**src/spq_pkg.sv**
```systemverilog
// Shared types and constants for the sorted priority queue.
`default_nettype none
package spq_pkg;

  localparam int DATA_W = 32;
  localparam int PRIO_W = 8;
  localparam int OCC_W  = 4;

  typedef enum logic {
    CMD_ENQUEUE = 1'b0,
    CMD_DEQUEUE = 1'b1
  } cmd_t;

  typedef enum logic [1:0] {
    STATUS_OK    = 2'd0,
    STATUS_FULL  = 2'd1,
    STATUS_EMPTY = 2'd2
  } status_t;

  typedef enum logic [1:0] {
    OP_HOLD   = 2'd0,
    OP_INSERT = 2'd1,
    OP_REMOVE = 2'd2
  } op_t;

  typedef struct packed {
    logic signed [DATA_W-1:0] data;
    logic        [PRIO_W-1:0] prio;
  } slot_t;

  typedef struct packed {
    op_t   op;
    slot_t item;
  } cell_ctrl_t;

  typedef struct packed {
    status_t                  status;
    logic signed [DATA_W-1:0] data;
    logic        [PRIO_W-1:0] prio;
    logic        [OCC_W-1:0]  occupancy;
  } result_t;

endpackage
`default_nettype wire

```
**src/spq_cell.sv**
```systemverilog
// One slot of the sorted chain: holds an entry, shifts back on insert, forward on remove.
`default_nettype none
module spq_cell (
  input  wire logic               clk,
  input  wire spq_pkg::cell_ctrl_t ctrl,
  input  wire logic               occ,
  input  wire logic               left_ge,
  input  wire spq_pkg::slot_t     left_slot,
  input  wire spq_pkg::slot_t     right_slot,
  output spq_pkg::slot_t          slot,
  output logic                    ge
);
  import spq_pkg::*;

  always_comb begin
    ge = occ && (slot.prio >= ctrl.item.prio);
  end

  always_ff @(posedge clk) begin
    case (ctrl.op)
      OP_INSERT: begin
        if (!ge) begin
          slot <= left_ge ? ctrl.item : left_slot;
        end
      end
      OP_REMOVE: begin
        slot <= right_slot;
      end
      default: begin
        slot <= slot;
      end
    endcase
  end

endmodule
`default_nettype wire

```
**src/sorted_priority_queue.sv**
```systemverilog
// Top level: sorted priority queue built from a chain of shifting slot cells.
// Every cell compares and shifts in parallel; a transaction's result is registered once accepted.
// Throughput: one enqueue or dequeue per cycle while in_ready is high.
// A two-entry output buffer lets input proceed while one result waits to be taken.
// Reset (rst, synchronous, active high) empties the queue and clears the output buffer.
// Slot contents are not reset; only slots below the entry count are ever read.
`default_nettype none
module sorted_priority_queue #(
  parameter int DEPTH = 8
) (
  input  wire logic                              clk,
  input  wire logic                              rst,
  input  wire logic                              in_valid,
  output logic                                   in_ready,
  input  wire logic                              command,
  input  wire logic signed [spq_pkg::DATA_W-1:0] entry_data,
  input  wire logic        [spq_pkg::PRIO_W-1:0] entry_priority,
  output logic                                   out_valid,
  input  wire logic                              out_ready,
  output logic             [1:0]                 status,
  output logic signed [spq_pkg::DATA_W-1:0]      removed_data,
  output logic        [spq_pkg::PRIO_W-1:0]      removed_priority,
  output logic        [spq_pkg::OCC_W-1:0]       occupancy
);
  import spq_pkg::*;

  localparam int CW = $clog2(DEPTH + 1);

  logic [CW-1:0] count;
  logic [CW-1:0] count_next;
  logic          accept;
  logic          full;
  logic          empty;
  logic          do_enq;
  logic          do_deq;
  cell_ctrl_t    ctrl;
  slot_t         slots [DEPTH];
  logic          ge    [DEPTH];
  result_t       res;
  result_t       out_res;
  result_t       skid_res;
  logic          skid_valid;
  logic          take;

  assign in_ready = !skid_valid;
  assign accept   = in_valid && in_ready;
  assign take     = out_valid && out_ready;
  assign full     = (count == CW'(DEPTH));
  assign empty    = (count == '0);
  assign do_enq   = accept && (cmd_t'(command) == CMD_ENQUEUE) && !full;
  assign do_deq   = accept && (cmd_t'(command) == CMD_DEQUEUE) && !empty;

  always_comb begin
    ctrl.item.data = entry_data;
    ctrl.item.prio = entry_priority;
    if (do_enq) begin
      ctrl.op    = OP_INSERT;
      count_next = count + CW'(1);
    end else if (do_deq) begin
      ctrl.op    = OP_REMOVE;
      count_next = count - CW'(1);
    end else begin
      ctrl.op    = OP_HOLD;
      count_next = count;
    end
  end

  always_comb begin
    if (cmd_t'(command) == CMD_ENQUEUE) begin
      res.status = full ? STATUS_FULL : STATUS_OK;
    end else begin
      res.status = empty ? STATUS_EMPTY : STATUS_OK;
    end
    res.data      = do_deq ? slots[0].data : '0;
    res.prio      = do_deq ? slots[0].prio : '0;
    res.occupancy = OCC_W'(count_next);
  end

  for (genvar i = 0; i < DEPTH; i++) begin : g_cell
    logic  occ;
    logic  left_ge;
    slot_t left_slot;
    slot_t right_slot;

    assign occ = (CW'(i) < count);

    if (i == 0) begin : g_head
      assign left_ge   = 1'b1;
      assign left_slot = ctrl.item;
    end else begin : g_body
      assign left_ge   = ge[i-1];
      assign left_slot = slots[i-1];
    end

    if (i == DEPTH - 1) begin : g_tail
      assign right_slot = slots[i];
    end else begin : g_next
      assign right_slot = slots[i+1];
    end

    spq_cell u_cell (
      .clk        (clk),
      .ctrl       (ctrl),
      .occ        (occ),
      .left_ge    (left_ge),
      .left_slot  (left_slot),
      .right_slot (right_slot),
      .slot       (slots[i]),
      .ge         (ge[i])
    );
  end

  always_ff @(posedge clk) begin
    if (rst) begin
      count <= '0;
    end else begin
      count <= count_next;
    end
  end

  always_ff @(posedge clk) begin
    if (rst) begin
      out_valid  <= 1'b0;
      skid_valid <= 1'b0;
    end else if (accept) begin
      if (!out_valid || take) begin
        out_valid <= 1'b1;
      end else begin
        skid_valid <= 1'b1;
      end
    end else if (take) begin
      if (skid_valid) begin
        skid_valid <= 1'b0;
      end else begin
        out_valid <= 1'b0;
      end
    end
  end

  always_ff @(posedge clk) begin
    if (accept) begin
      if (!out_valid || take) begin
        out_res <= res;
      end else begin
        skid_res <= res;
      end
    end else if (take && skid_valid) begin
      out_res <= skid_res;
    end
  end

  assign status           = out_res.status;
  assign removed_data     = out_res.data;
  assign removed_priority = out_res.prio;
  assign occupancy        = out_res.occupancy;

endmodule
`default_nettype wire

```
**config.mk**
```make
export PLATFORM = sky130hd
export DESIGN_NAME = sorted_priority_queue
export DESIGN_NICKNAME = d
export VERILOG_FILES = /design/src/spq_pkg.sv /design/src/spq_cell.sv /design/src/sorted_priority_queue.sv
export SDC_FILE = /design/constraint.sdc
export NUM_CORES = 1
export LEC_CHECK = 0
export ABC_AREA = 1
export BUFFER_PORTS_ARGS = -buffer_cell sky130_fd_sc_hd__buf_4
export CORE_MARGIN = 8
export CORE_UTILIZATION = 55
export CTS_CLUSTER_DIAMETER = 200
export CTS_CLUSTER_SIZE = 20
export DETAILED_ROUTE_END_ITERATION = 8
export PLACE_DENSITY_LB_ADDON = 0.25
export SYNTH_ARGS = -nofsm -noshare
export SYNTH_HDL_FRONTEND = slang
export SYNTH_SLANG_ARGS = --single-unit
```
**constraint.sdc**
```tcl
create_clock -name clk -period 4.35 [get_ports clk]
set_input_delay 0.435 -clock clk [delete_from_list [all_inputs] [get_ports clk]]
set_output_delay 0.435 -clock clk [all_outputs]
set_load 0.02 [all_outputs]
```
== After elaboration in Yosys (flattened, before gate mapping) ==
Index checks and enable logic that the tools add are counted.

* Bits in registers: 418
* Latch bits: 0
* Bits in writable memories: 0
* Memory bits (read-only): 0
* Output and inout port bits: 48
* Memories: 0

* $add $sub $neg: 2
* $mul: 0
* Divide/modulo/power cells: 0
* $lt $le $gt $ge: 16
* Eq/ne operators: 13
* Shift operators: 0
* Muxes and demuxes: 40
* Bitwise operators: 3
* Reductions and logical operators: 36

{| class="wikitable"
|+ Operator list
! kind !! number
|-
| 40-bit two-way mux || 14
|-
| 40-bit case mux with 2 select lines || 7
|-
| 46-bit two-way mux || 3
|-
| 8-bit >= comparator || 8
|-
| 32-bit two-way mux || 1
|-
| 2-bit AND reduction || 11
|-
| 2-bit inequality test, second input constant || 9
|-
| 3-bit by 4-bit less-than comparator with 1-bit output, first input constant || 4
|-
| 1-bit logical AND || 15
|-
| 1-bit by 4-bit less-than comparator with 1-bit output, first input constant || 2
|-
| 2-bit by 4-bit less-than comparator with 1-bit output, first input constant || 2
|-
| 1-bit two-way mux || 8
|-
| 2-bit two-way mux || 4
|-
| 4-bit two-way mux || 2
|-
| 8-bit two-way mux || 1
|-
| 2-bit nonzero test || 3
|-
| 4-bit by 1-bit adder with 4-bit output, second input constant || 1
|-
| 4-bit equality test, second input constant || 1
|-
| 1-bit zero test || 4
|-
| 4-bit zero test || 1
|-
| 4-bit by 1-bit subtractor with 4-bit output, second input constant || 1
|-
| 1-bit inverter || 3
|-
| 3-bit AND reduction || 1
|-
| 2-bit by 1-bit equality test with 1-bit output, second input constant || 1
|-
| other kinds (3) || 3
|}

== Longest topological paths before layout ==
Gate-level depths: netlist of the first run.

* Word-level depth: 9
* Depth in mapped cells: 14
* Mapped depth without buffers: 13

== By module ==
Synthesis of the first run repeated with hierarchy kept, for this count alone.

* Cell total of the unflattened synthesis: 2446
* Area total of the unflattened synthesis: 23095.9 um2

{| class="wikitable"
|+ Modules (own cells, without submodules)
! module !! times used !! cells each !! area each (um2) !! seq. area each (um2)
|-
| spq_cell || 8 || 260 || 2378.5 || 1201.2
|-
| sorted_priority_queue || 1 || 366 || 4067.7 || 2882.8
|}

== Least setup slack after synthesis of the first run ==
No wires, ideal clock.

* Kind: reg2reg
* From: register skid_valid
* To: register skid_res[0] (netlist name), enable pin
* Library setup time: 506 ps
* Data arrival time: 3889 ps
* Data required time: 3844 ps
* Path slack: -45 ps
* Stages on the path, launching flop included: 5
* Period minus slack after synthesis: 4395 ps
* Cells stage by stage: dfxtp_1 inv_2 nand2_1 clkbuf_1 nor3_1

* Word-level cells in the longest chain between the ends: 3

{| class="wikitable"
|+ RTL lines
! element !! RTL line !! source
|-
| start, declared || sorted_priority_queue.sv:42 || <nowiki>logic skid_valid;</nowiki>
|-
| start signal, assigned || sorted_priority_queue.sv:124 || <nowiki>skid_valid <= 1'b0;</nowiki>
|-
| start signal, assigned || sorted_priority_queue.sv:129 || <nowiki>skid_valid <= 1'b1;</nowiki>
|-
| start signal, assigned || sorted_priority_queue.sv:133 || <nowiki>skid_valid <= 1'b0;</nowiki>
|-
| 1-bit zero test || sorted_priority_queue.sv:45 || <nowiki>assign in_ready = !skid_valid;</nowiki>
|-
| named net in_ready || sorted_priority_queue.sv:14 || <nowiki>output logic in_ready,</nowiki>
|-
| 1-bit logical AND || sorted_priority_queue.sv:46 || <nowiki>assign accept = in_valid && in_ready;</nowiki>
|-
| 2-bit AND reduction (no line) || -- ||
|-
| end signal, assigned || sorted_priority_queue.sv:145 || <nowiki>skid_res <= res;</nowiki>
|-
| end, declared || sorted_priority_queue.sv:41 || <nowiki>result_t skid_res;</nowiki>
|}

The timed path passes the listed nets, and every way through them passes these cells.
A chain may end at the register's enable or synchronous reset.

== Final worst setup path of the first run ==
* From: register count[1]
* To: register out_res, in the netlist occupancy[0], data pin

* Word-level cells in the longest chain between the ends: 7

{| class="wikitable"
|+ RTL lines
! element !! RTL line !! source
|-
| start, declared || sorted_priority_queue.sv:29 || <nowiki>logic [CW-1:0] count;</nowiki>
|-
| start signal, assigned || sorted_priority_queue.sv:117 || <nowiki>count <= count_next;</nowiki>
|-
| 4-bit zero test || sorted_priority_queue.sv:49 || <nowiki>assign empty = (count == '0);</nowiki>
|-
| 1-bit zero test || sorted_priority_queue.sv:51 || <nowiki>assign do_deq = accept && (cmd_t'(command) == CMD_DEQUEUE) && !empty;</nowiki>
|-
| 1-bit logical AND || sorted_priority_queue.sv:51 ||
|-
| 4-bit two-way mux || sorted_priority_queue.sv:59 || <nowiki>end else if (do_deq) begin</nowiki>
|-
| 4-bit two-way mux (*) || sorted_priority_queue.sv:56 || <nowiki>if (do_enq) begin</nowiki>
|-
| 46-bit two-way mux (*) || sorted_priority_queue.sv:142 || <nowiki>if (!out_valid || take) begin</nowiki>
|-
| 46-bit two-way mux (*) || sorted_priority_queue.sv:141 || <nowiki>if (accept) begin</nowiki>
|-
| end signal, assigned || sorted_priority_queue.sv:143 || <nowiki>out_res <= res;</nowiki>
|-
| end signal, assigned || sorted_priority_queue.sv:148 || <nowiki>out_res <= skid_res;</nowiki>
|-
| end, declared || sorted_priority_queue.sv:40 || <nowiki>result_t out_res;</nowiki>
|}

Mark *: on every way between the ends. The rest lies on a longest branch, timed or not. The select of a mux whose other input is x is not followed.

==> results of run 1 <==
power by group through the flow:
stage / Sequential, uW / Combinational [uW] / Clock [uW]
after floorplan: 5680 / 2120 / 0
after global placement: 5670 / 2940 / 0
after detailed placement: 5700 / 3030 / 0
after CTS: 5610 / 3050 / 2380
after global routing: 5670 / 3480 / 2500
final: 5610 / 3090 / 2330
logic make-up (layout without fill, tap and decap cells):
| kind of cell | Yosys count | after routing |
|---|---|---|
| buffers and inverters | 486 | 482 |
| DFF | 418 | 418 |
| AOI/OAI and AO/OA | 127 | 127 |
| adders and majority gates | 68 | 68 |
| and+or+nand+nor | 1596 | 1596 |
| xor gates and xnor gates | 4 | 4 |
sequential cells by signal, indices dropped and copies added (netlist names):
register,cells
out_valid,1
skid_valid,1
g_cell.u_cell.slot,320
status,2
removed_priority,8
skid_res,46
removed_data,32
occupancy,4
count,4
cells in the mapped netlist (6+ instances only):
cell type	number	area [um2]
o21a_1	6	45.04
clkbuf_1	58	217.7
buf_1	10	37.54
nand3_1	528	2643
nand2_1	992	3724
edfxtp_1	412	12370
a21oi_1	24	120.1
buf_2	80	400.4
ha_1	68	850.8
dfxtp_1	6	120.1
buf_6	10	112.6
nor2_1	65	244.0
inv_1	322	1209
o21ai_0	88	440.4
worst max-delay path, cell delays in order (launching register included):
cell,delay [ns]
dfxtp_1,0.34
inv_1,0.21
ha_1,0.40
nand2_4,0.38
nand2_8,0.51
buf_12,0.47
nand2_1,0.14
xor2_1,0.28
o21ai_0,0.12
per-stage QoR:
| step | power (uW) | utilization | instances | worst slack [ns] |
|---|---|---|---|---|
| after detailed placement | 8731 | 0.5800 | 3193 | 1.130 |
| after global placement | 8612 | 0.5800 | 3193 | 1.168 |
| after CTS | 11030 | 0.5964 | 3227 | 1.125 |
| final | 11040 | 0.5964 | 3227 | 1.097 |
| after global routing | 11650 | 0.5964 | 3227 | 0.8707 |
| after floorplan | 7806 | - | 2699 | 0.5925 |
cell usage in the layout (no fill, tap or decap), drive strengths merged:
master  count
a21oi      24
a31oi       2
a32o        1
buf       122
clkbuf     34
dfxtp       6
edfxtp    412
ha         68
inv       326
nand2     994
nand3     530
nand3b      1
nand4       4
nor2       66
nor3        1
o211ai      1
o21a        6
o21ai      93
xnor2       1
xor2        3
routing by layer:
| metal | vias to the layer above | global-route usage | part of all wire |
|---|---|---|---|
| met4 | 0 | 0.04137 | 0.011 |
| li1 | 8772 | - | - |
| met5 | - | 0 | 0 |
| met2 | 958 | 0.3287 | 0.40 |
| met3 | 51 | 0.05246 | 0.13 |
| met1 | 8280 | 0.3849 | 0.46 |
path summary, 6_finish.rpt:
kind                                   from                   endpoint  slack [ns]  cells after the start
setup / recovery                   count[1]               occupancy[0]        1.10                      8
hold reg to reg   g_cell[7].u_cell.slot[18]  g_cell[6].u_cell.slot[18]        0.52                      2
hold / removal                          rst                  out_valid        0.09                      2
setup reg to reg                   count[1]               occupancy[0]        1.10                      8
layout make-up:
class | count | area [um2] | share of cell area
clock buffer | 34 | 669.4 | 0.02749
inverter | 326 | 1229 | 0.05046
multi-input combinational | 1795 | 8342 | 0.3426
sequential | 418 | 12490 | 0.5130
tap | 532 | 665.6 | 0.02734
timing repair buffer | 122 | 953.4 | 0.03915
==> flow_summary.yaml, run 1 <==
floorplan:
  fp.coreArea_mm2: 0.04083
  die_height_um: 219.4
  die_w_um: 219.4
  fp.dieArea_mm2: 0.04814
  io_pins: 93
  row_count: 74
  initial_utilization: 0.5574
grt:
  grt_max_degree: 165
  overflow: 0
  grt_pass1_wl_mm: 93.09
  track_usage: 0.2398
  antenna_found_initial: 0
  grt_pass1_vias: 16660
logic_synthesis:
  yosys.area_share.simple: 0.2945
  synth_top_family_by_area: "simple AND/OR/NAND/NOR gates"
  synth_mux_area_frac: 0
  syn_area_mm2: 0.02276
  synthXorXnorAreaFrac: 0.001539
  synthArstFlopShare: 0
  ys_types: 29
  avgSynthCellArea_um2: 8.432
  synth_cells: 2699
  synth_flop_cell: "edfxtp_1"
  yosys_warnings: 0
  synthesis.nets: 2812
  synth_compound_area_frac: 0.02952
  seq_area_frac_synth: 0.5489
  synth_adder_area_share: 0.03739
  synth-edff-count: 412
  ys_seq_elements: 418
critical_path:
  worstPathArrival_ns: 3.55
  critPathMaxFanout: 164
  critPathKind: "register to register"
  required_ns: 4.65
  worst_setup_path_start_kind: "register"
  crit_path_end_kind: "register"
placement:
  placed_area_mm2: 0.02368
  port_buffers: 92
  place.gp.congestion: 0.9189
  hpwl_mm: 41.59
detailed_routing:
  vias: 18060
  ant_nets: 0
  wl_per_cell_um: 18.05
  drt_first_iter_violations: 2521
  viasPerCell: 5.597
  drc: 0
  wirelength_mm: 58.25
  drt_pre_antenna_iters: 6
finish:
  final_area_mm2: 0.02435
  area_delta_synth_final_pct: 6.999
  n_fill_cell: 3566
  drive_gt1_frac: 0.06345
  n_antenna_cell: 0
  fin_nets: 2800
pwr:
  intPower_uw: 7286
  ir_worst_vdd_v: 0.0002492
  p_leak_uw: 0.01132
  pwr-share-comb: 0.280
  p_sw_uw: 3756
  clock_power_share: 0.211
  swShare: 0.3402
  power_density_mw_per_mm2: 453.5
  p_seq_frac: 0.508
timing:
  rsz0062_at_grt: "no"
  fmax_mhz: 307.4
  min_period_ns: 3.253
  worst_pin_slew_ns: 1.158
  hold_violations: 0
  slew_violations: 0
  setup_viol: 0
  timing.slew.headroom: 0.2248
  finalCritPeriodShare: 0.7478
  fin_skew_ns: 0.01580
  setup_tns_ns: 0
  timing.hold.ws_ns: 0.08526
cts:
  cts_hold_buf: 0
  ctsHtreeMaxLevel: 1
  cts-resized-gates: 0
  clkSinkCount: 418
  post-cts-setup-buffer-count: 0
  path_clk_slew_ns: 0.08
  cts_tree: "done"
  cts-buffers-inserted: 24
  root_buffer: "clkbuf_16"
  clock_path_buffers: 3
  insertion_delay_ns: 0.57
run:
  maxCapViolCount: 0
min_path:
  hold_path_class: "input pin to register"
outcome:
  outcome: "finished, final reports clean"
No activity file was read; power rests on OpenSTA's default activity.
==> run 2: changes to the inputs <==
==> constraint.sdc (replaced) <==
create_clock -name clk -period 2.6 [get_ports clk]
set_input_delay 0.26 -clock clk [delete_from_list [all_inputs] [get_ports clk]]
set_output_delay 0.26 -clock clk [all_outputs]
set_load 0.02 [all_outputs]
==> flow_summary.yaml, run 2 (same netlist as run 1, synthesis figures left out) <==
timing:
  fin_skew_ns: 0.02254
  hold_violations: 0
  fmax_mhz: 405.1
  rsz0062_at_grt: "yes"
  min_period_ns: 2.469
  setup_tns_ns: 0
  timing.hold.ws_ns: 0.01509
  slew_violations: 0
  finalCritPeriodShare: 0.9495
  setup_ws_ns: 0.1314
  worst_pin_slew_ns: 0.9384
  timing.slew.headroom: 0.3720
  setup_viol: 0
placement:
  placed_area_mm2: 0.02435
  dpl_worst_slack_ns: 0.04876
  hpwl_mm: 41.31
  port_buffers: 92
  place.gp.congestion: 0.8866
cts:
  root_buffer: "clkbuf_16"
  clock_path_buffers: 3
  clkSinkCount: 418
  cts-buffers-inserted: 24
  post-cts-setup-buffer-count: 0
  ctsHtreeMaxLevel: 1
  path_clk_slew_ns: 0.08
  insertion_delay_ns: 0.59
  cts_tree: "done"
floorplan:
  row_count: 74
  initial_utilization: 0.5574
  die_height_um: 219.4
  fp.coreArea_mm2: 0.04083
  die_w_um: 219.4
  io_pins: 93
  fp.dieArea_mm2: 0.04814
pwr:
  p_seq_frac: 0.489
  clock_power_share: 0.206
  p_leak_uw: 0.01174
  p_sw_uw: 6742
  intPower_uw: 12430
  ir_worst_vdd_v: 0.0005515
  pwr-share-comb: 0.305
  power_density_mw_per_mm2: 760.0
  swShare: 0.3517
grt:
  overflow: 0
  track_usage: 0.2623
  grt_pass1_vias: 18020
  grt_pass1_wl_mm: 100.3
  grt_max_degree: 105
  antenna_found_initial: 0
finish:
  largest_reg_flops: 320
  final_area_mm2: 0.02523
  fin_nets: 2868
  top_register: "g_cell.u_cell.slot"
  drive_gt1_frac: 0.07929
  n_fill_cell: 3423
  n_antenna_cell: 0
  mostFrequentLayoutCell: "nand2_1"
  area_delta_synth_final_pct: 10.84
  layout_common_cells: "nand2_1 (985), nand3_1 (528), edfxtp_1 (412), inv_1 (320), buf_4 (139)"
critical_path:
  critPathMaxFanout: 28
  crit_path_end_kind: "register"
  critPathKind: "input pin to register"
  worstPathArrival_ns: 2.81
  required_ns: 2.94
  worst_setup_path_start_kind: "input pin"
detailed_routing:
  drt_first_iter_violations: 2568
  drc: 0
  drt_pre_antenna_iters: 6
  ant_nets: 0
  viasPerCell: 5.664
  vias: 18660
  wirelength_mm: 63.73
  wl_per_cell_um: 19.35
run:
  maxCapViolCount: 0
min_path:
  hold_path_class: "input pin to register"
outcome:
  outcome: "finished, final reports clean"
run 2: changes by cell type in the layout (fill, tap and decap cells not counted), sizes merged:
cell | previous run | this run
buf | 122 | 169
clkbuf | 34 | 32
clkinv | 0 | 1
clkinvlp | 0 | 1
dlygate4sd3 | 0 | 21
inv | 326 | 325
run 2: routing by layer:
metal / GRT usage / vias to the layer above / wire, um
met5: 0 / - / 0
met4: 0.08341 / 0 / 1836
met3: 0.06581 / 112 / 8003
met2: 0.4012 / 1028 / 27850
met1: 0.3641 / 8600 / 26050
li1: - / 8916 / -
run 2: through the flow:
step / util / std cells / power [uW]
finish: 0.6178 / 3294 / 19170
global route: 0.6178 / 3294 / 20140
CTS: 0.6175 / 3294 / 19110
detailed placement: 0.5963 / 3240 / 15220
global placement: 0.5963 / 3240 / 15010
floorplan: - / 2699 / 13050
run 2: power by group through the flow:
stage	clock [uW]	sequential, uW	combinational, uW
after global placement	0	9470	5550
final	3960	9370	5850
after floorplan	0	9490	3560
after global routing	4210	9460	6460
after detailed placement	0	9500	5720
after CTS	3990	9360	5770
run 2: worst paths after layout:
path	cells after the start	to	slack, ns	from
hold / removal	3	g_cell[0].u_cell.slot[21]	0.02	entry_data[13]
setup / recovery	12	g_cell[4].u_cell.slot[11]	0.13	entry_priority[5]
hold reg to reg	2	out_valid	0.49	out_valid
setup reg to reg	6	g_cell[6].u_cell.slot[21]	0.18	count[2]
run 2: layout make-up:
type / instances / area [um2] / share of cell area
clock buffer: 32 / 640.6 / 0.02540
clock inverter: 1 / 16.27 / 0.0006448
inverter: 326 / 1232 / 0.04886
multi-input combinational: 1795 / 8342 / 0.3307
sequential: 418 / 12490 / 0.4952
tap: 532 / 665.6 / 0.02639
timing repair buffer: 190 / 1837 / 0.07281
run 2: critical path, stage by stage:
cell	delay [ns]
dlygate4sd3_1	0.54
buf_4	0.15
clkinvlp_4	0.26
ha_1	0.40
nand2_1	0.05
nor2_1	0.18
nand2_1	0.08
nand2_1	0.10
buf_4	0.44
nand3_1	0.14
nand3_1	0.13
nand2_1	0.06
run 2: timing repair:
| action | CTS | global route |
|---|---|---|
| hold buffers | 21 | 0 |
| gates resized for setup | 0 | 3 |
| setup endpoints to repair | 0 | 73 |
| hold endpoints to repair | 27 | 0 |
==> run 3: changes to the inputs <==
--- a/config.mk
+++ b/config.mk
@@ -12,6 +12,7 @@
 export CTS_CLUSTER_DIAMETER = 200
 export CTS_CLUSTER_SIZE = 20
 export DETAILED_ROUTE_END_ITERATION = 8
+export MAX_ROUTING_LAYER = met4
 export PLACE_DENSITY_LB_ADDON = 0.25
 export SYNTH_ARGS = -nofsm -noshare
 export SYNTH_HDL_FRONTEND = slang
==> flow_summary.yaml, run 3 (same netlist as run 1, synthesis figures left out) <==
outcome:
  outcome: "finished, final reports clean"
pwr:
  p_leak_uw: 0.01172
  power_density_mw_per_mm2: 758.6
  ir_worst_vdd_v: 0.0003975
finish:
  multi_input_area_mm2: 0.008342
  n_antenna_cell: 0
  regArea_mm2: 0.01249
  fin_nets: 2869
  n_fill_cell: 3443
  drive_gt1_frac: 0.08288
  largest_reg_flops: 320
  mostFrequentLayoutCell: "nand2_1"
  fin_cells: 3295
  area_delta_synth_final_pct: 10.52
  layout_common_cells: "nand2_1 (985), nand3_1 (528), edfxtp_1 (412), inv_1 (320), buf_4 (155)"
  final_area_mm2: 0.02515
  top_register: "g_cell.u_cell.slot"
detailed_routing:
  wl_per_cell_um: 19.25
  wirelength_mm: 63.43
  ant_nets: 0
  vias: 18760
  drt_first_iter_violations: 2432
  drc: 0
  viasPerCell: 5.693
  drt_pre_antenna_iters: 6
cts:
  clkSinkCount: 418
  insertion_delay_ns: 0.57
  cts-buffers-inserted: 24
  clock_path_buffers: 3
  root_buffer: "clkbuf_16"
  ctsHtreeMaxLevel: 1
  path_clk_slew_ns: 0.09
  cts_tree: "done"
floorplan:
  die_w_um: 219.4
  fp.coreArea_mm2: 0.04083
  io_pins: 93
  row_count: 74
  die_height_um: 219.4
  initial_utilization: 0.5574
  fp.dieArea_mm2: 0.04814
critical_path:
  crit_path_end_kind: "register"
  critPathMaxFanout: 40
  worst_setup_path_start_kind: "input pin"
  critPathKind: "input pin to register"
  required_ns: 2.85
  worstPathArrival_ns: 2.73
timing:
  finalCritPeriodShare: 0.9542
  setup_viol: 0
  hold_violations: 0
  worst_pin_slew_ns: 0.9433
  rsz0062_at_grt: "no"
  timing.slew.headroom: 0.3688
  fmax_mhz: 403.1
  slew_violations: 0
  fin_skew_ns: 0.02019
  min_period_ns: 2.481
placement:
  dp.cells: 3250
  place.gp.congestion: 0.8956
  placed_area_mm2: 0.02437
  port_buffers: 92
  hpwl_mm: 41.83
grt:
  overflow: 0
  track_usage: 0.2697
  grt_pass1_wl_mm: 100.4
  grt_max_degree: 101
  antenna_found_initial: 0
  grt_pass1_vias: 18190
min_path:
  hold_path_class: "input pin to register"
run:
  maxCapViolCount: 0
==> run 3: worst paths after layout <==
path / startpoint / end / slack (ns) / cells past startpoint
hold reg to reg: g_cell[7].u_cell.slot[34] / g_cell[6].u_cell.slot[34] / 0.52 / 2
setup / recovery: entry_priority[1] / g_cell[7].u_cell.slot[22] / 0.12 / 11
setup reg to reg: count[1] / g_cell[0].u_cell.slot[25] / 0.22 / 7
hold / removal: entry_data[18] / g_cell[0].u_cell.slot[26] / 0.02 / 3
==> run 3: layout make-up <==
| cell class | count | share of cell area |
|---|---|---|
| clock inverters | 1 | 0.0006467 |
| inverters | 326 | 0.04900 |
| well taps | 532 | 0.02646 |
| flip-flops and latches | 418 | 0.4966 |
| multi-input cells | 1795 | 0.3316 |
| repair buffers | 191 | 0.07014 |
| clock buffers | 32 | 0.02547 |
==> run 3: power by group <==
group / total (uW) / leakage [uW] / internal [uW] / switching [uW]
registers: 9360 / 0.00393 / 8910 / 446
clock network: 3900 / 0.000318 / 1730 / 2170
logic: 5830 / 0.00747 / 1770 / 4050
total: 19100 / 0.0117 / 12400 / 6670
==> run 3: what timing repair did <==
| item | in CTS | in global routing |
|---|---|---|
| hold buffers | 12 | 0 |
| endpoints found under the hold margin | 18 | 0 |
| setup endpoints to repair | 0 | 11 |
| resized for setup | 0 | 1 |
| setup buffers | 0 | 0 |
==> run 3: per-layer routing <==
layer  global-route usage  share of wire
met4              0.08652          0.028
met3              0.04667           0.12
met2               0.4045           0.44
met1               0.3715           0.42
met5                    -              0
==> run 3: per-stage QoR <==
| step | hold slack (ns) | setup TNS (ns) | util | power (uW) | worst slack (ns) |
|---|---|---|---|---|---|
| 3_5_place_dp | 0.4860 | 0 | 0.5969 | 15190 | 0.07789 |
| 2_1_floorplan | 0.3291 | -7.620 | - | 13050 | -0.1905 |
| 6_report | 0.01737 | 0 | 0.6160 | 19080 | 0.1191 |
| 5_1_grt | 0.01960 | 0 | 0.6160 | 20070 | 0.01111 |
| 3_3_place_gp | 0.4774 | 0 | 0.5969 | 14980 | 0.09945 |
| 4_1_cts | 0.00004785 | 0 | 0.6159 | 19040 | 0.1690 |
==> run 3: worst max-delay path, stage by stage <==
cell	delay, ns
dlygate4sd3_1	0.54
buf_4	0.15
inv_1	0.30
buf_4	0.21
ha_1	0.25
a21oi_1	0.18
o21ai_0	0.12
nand2_1	0.08
nand4_1	0.15
a21oi_4	0.18
buf_12	0.28
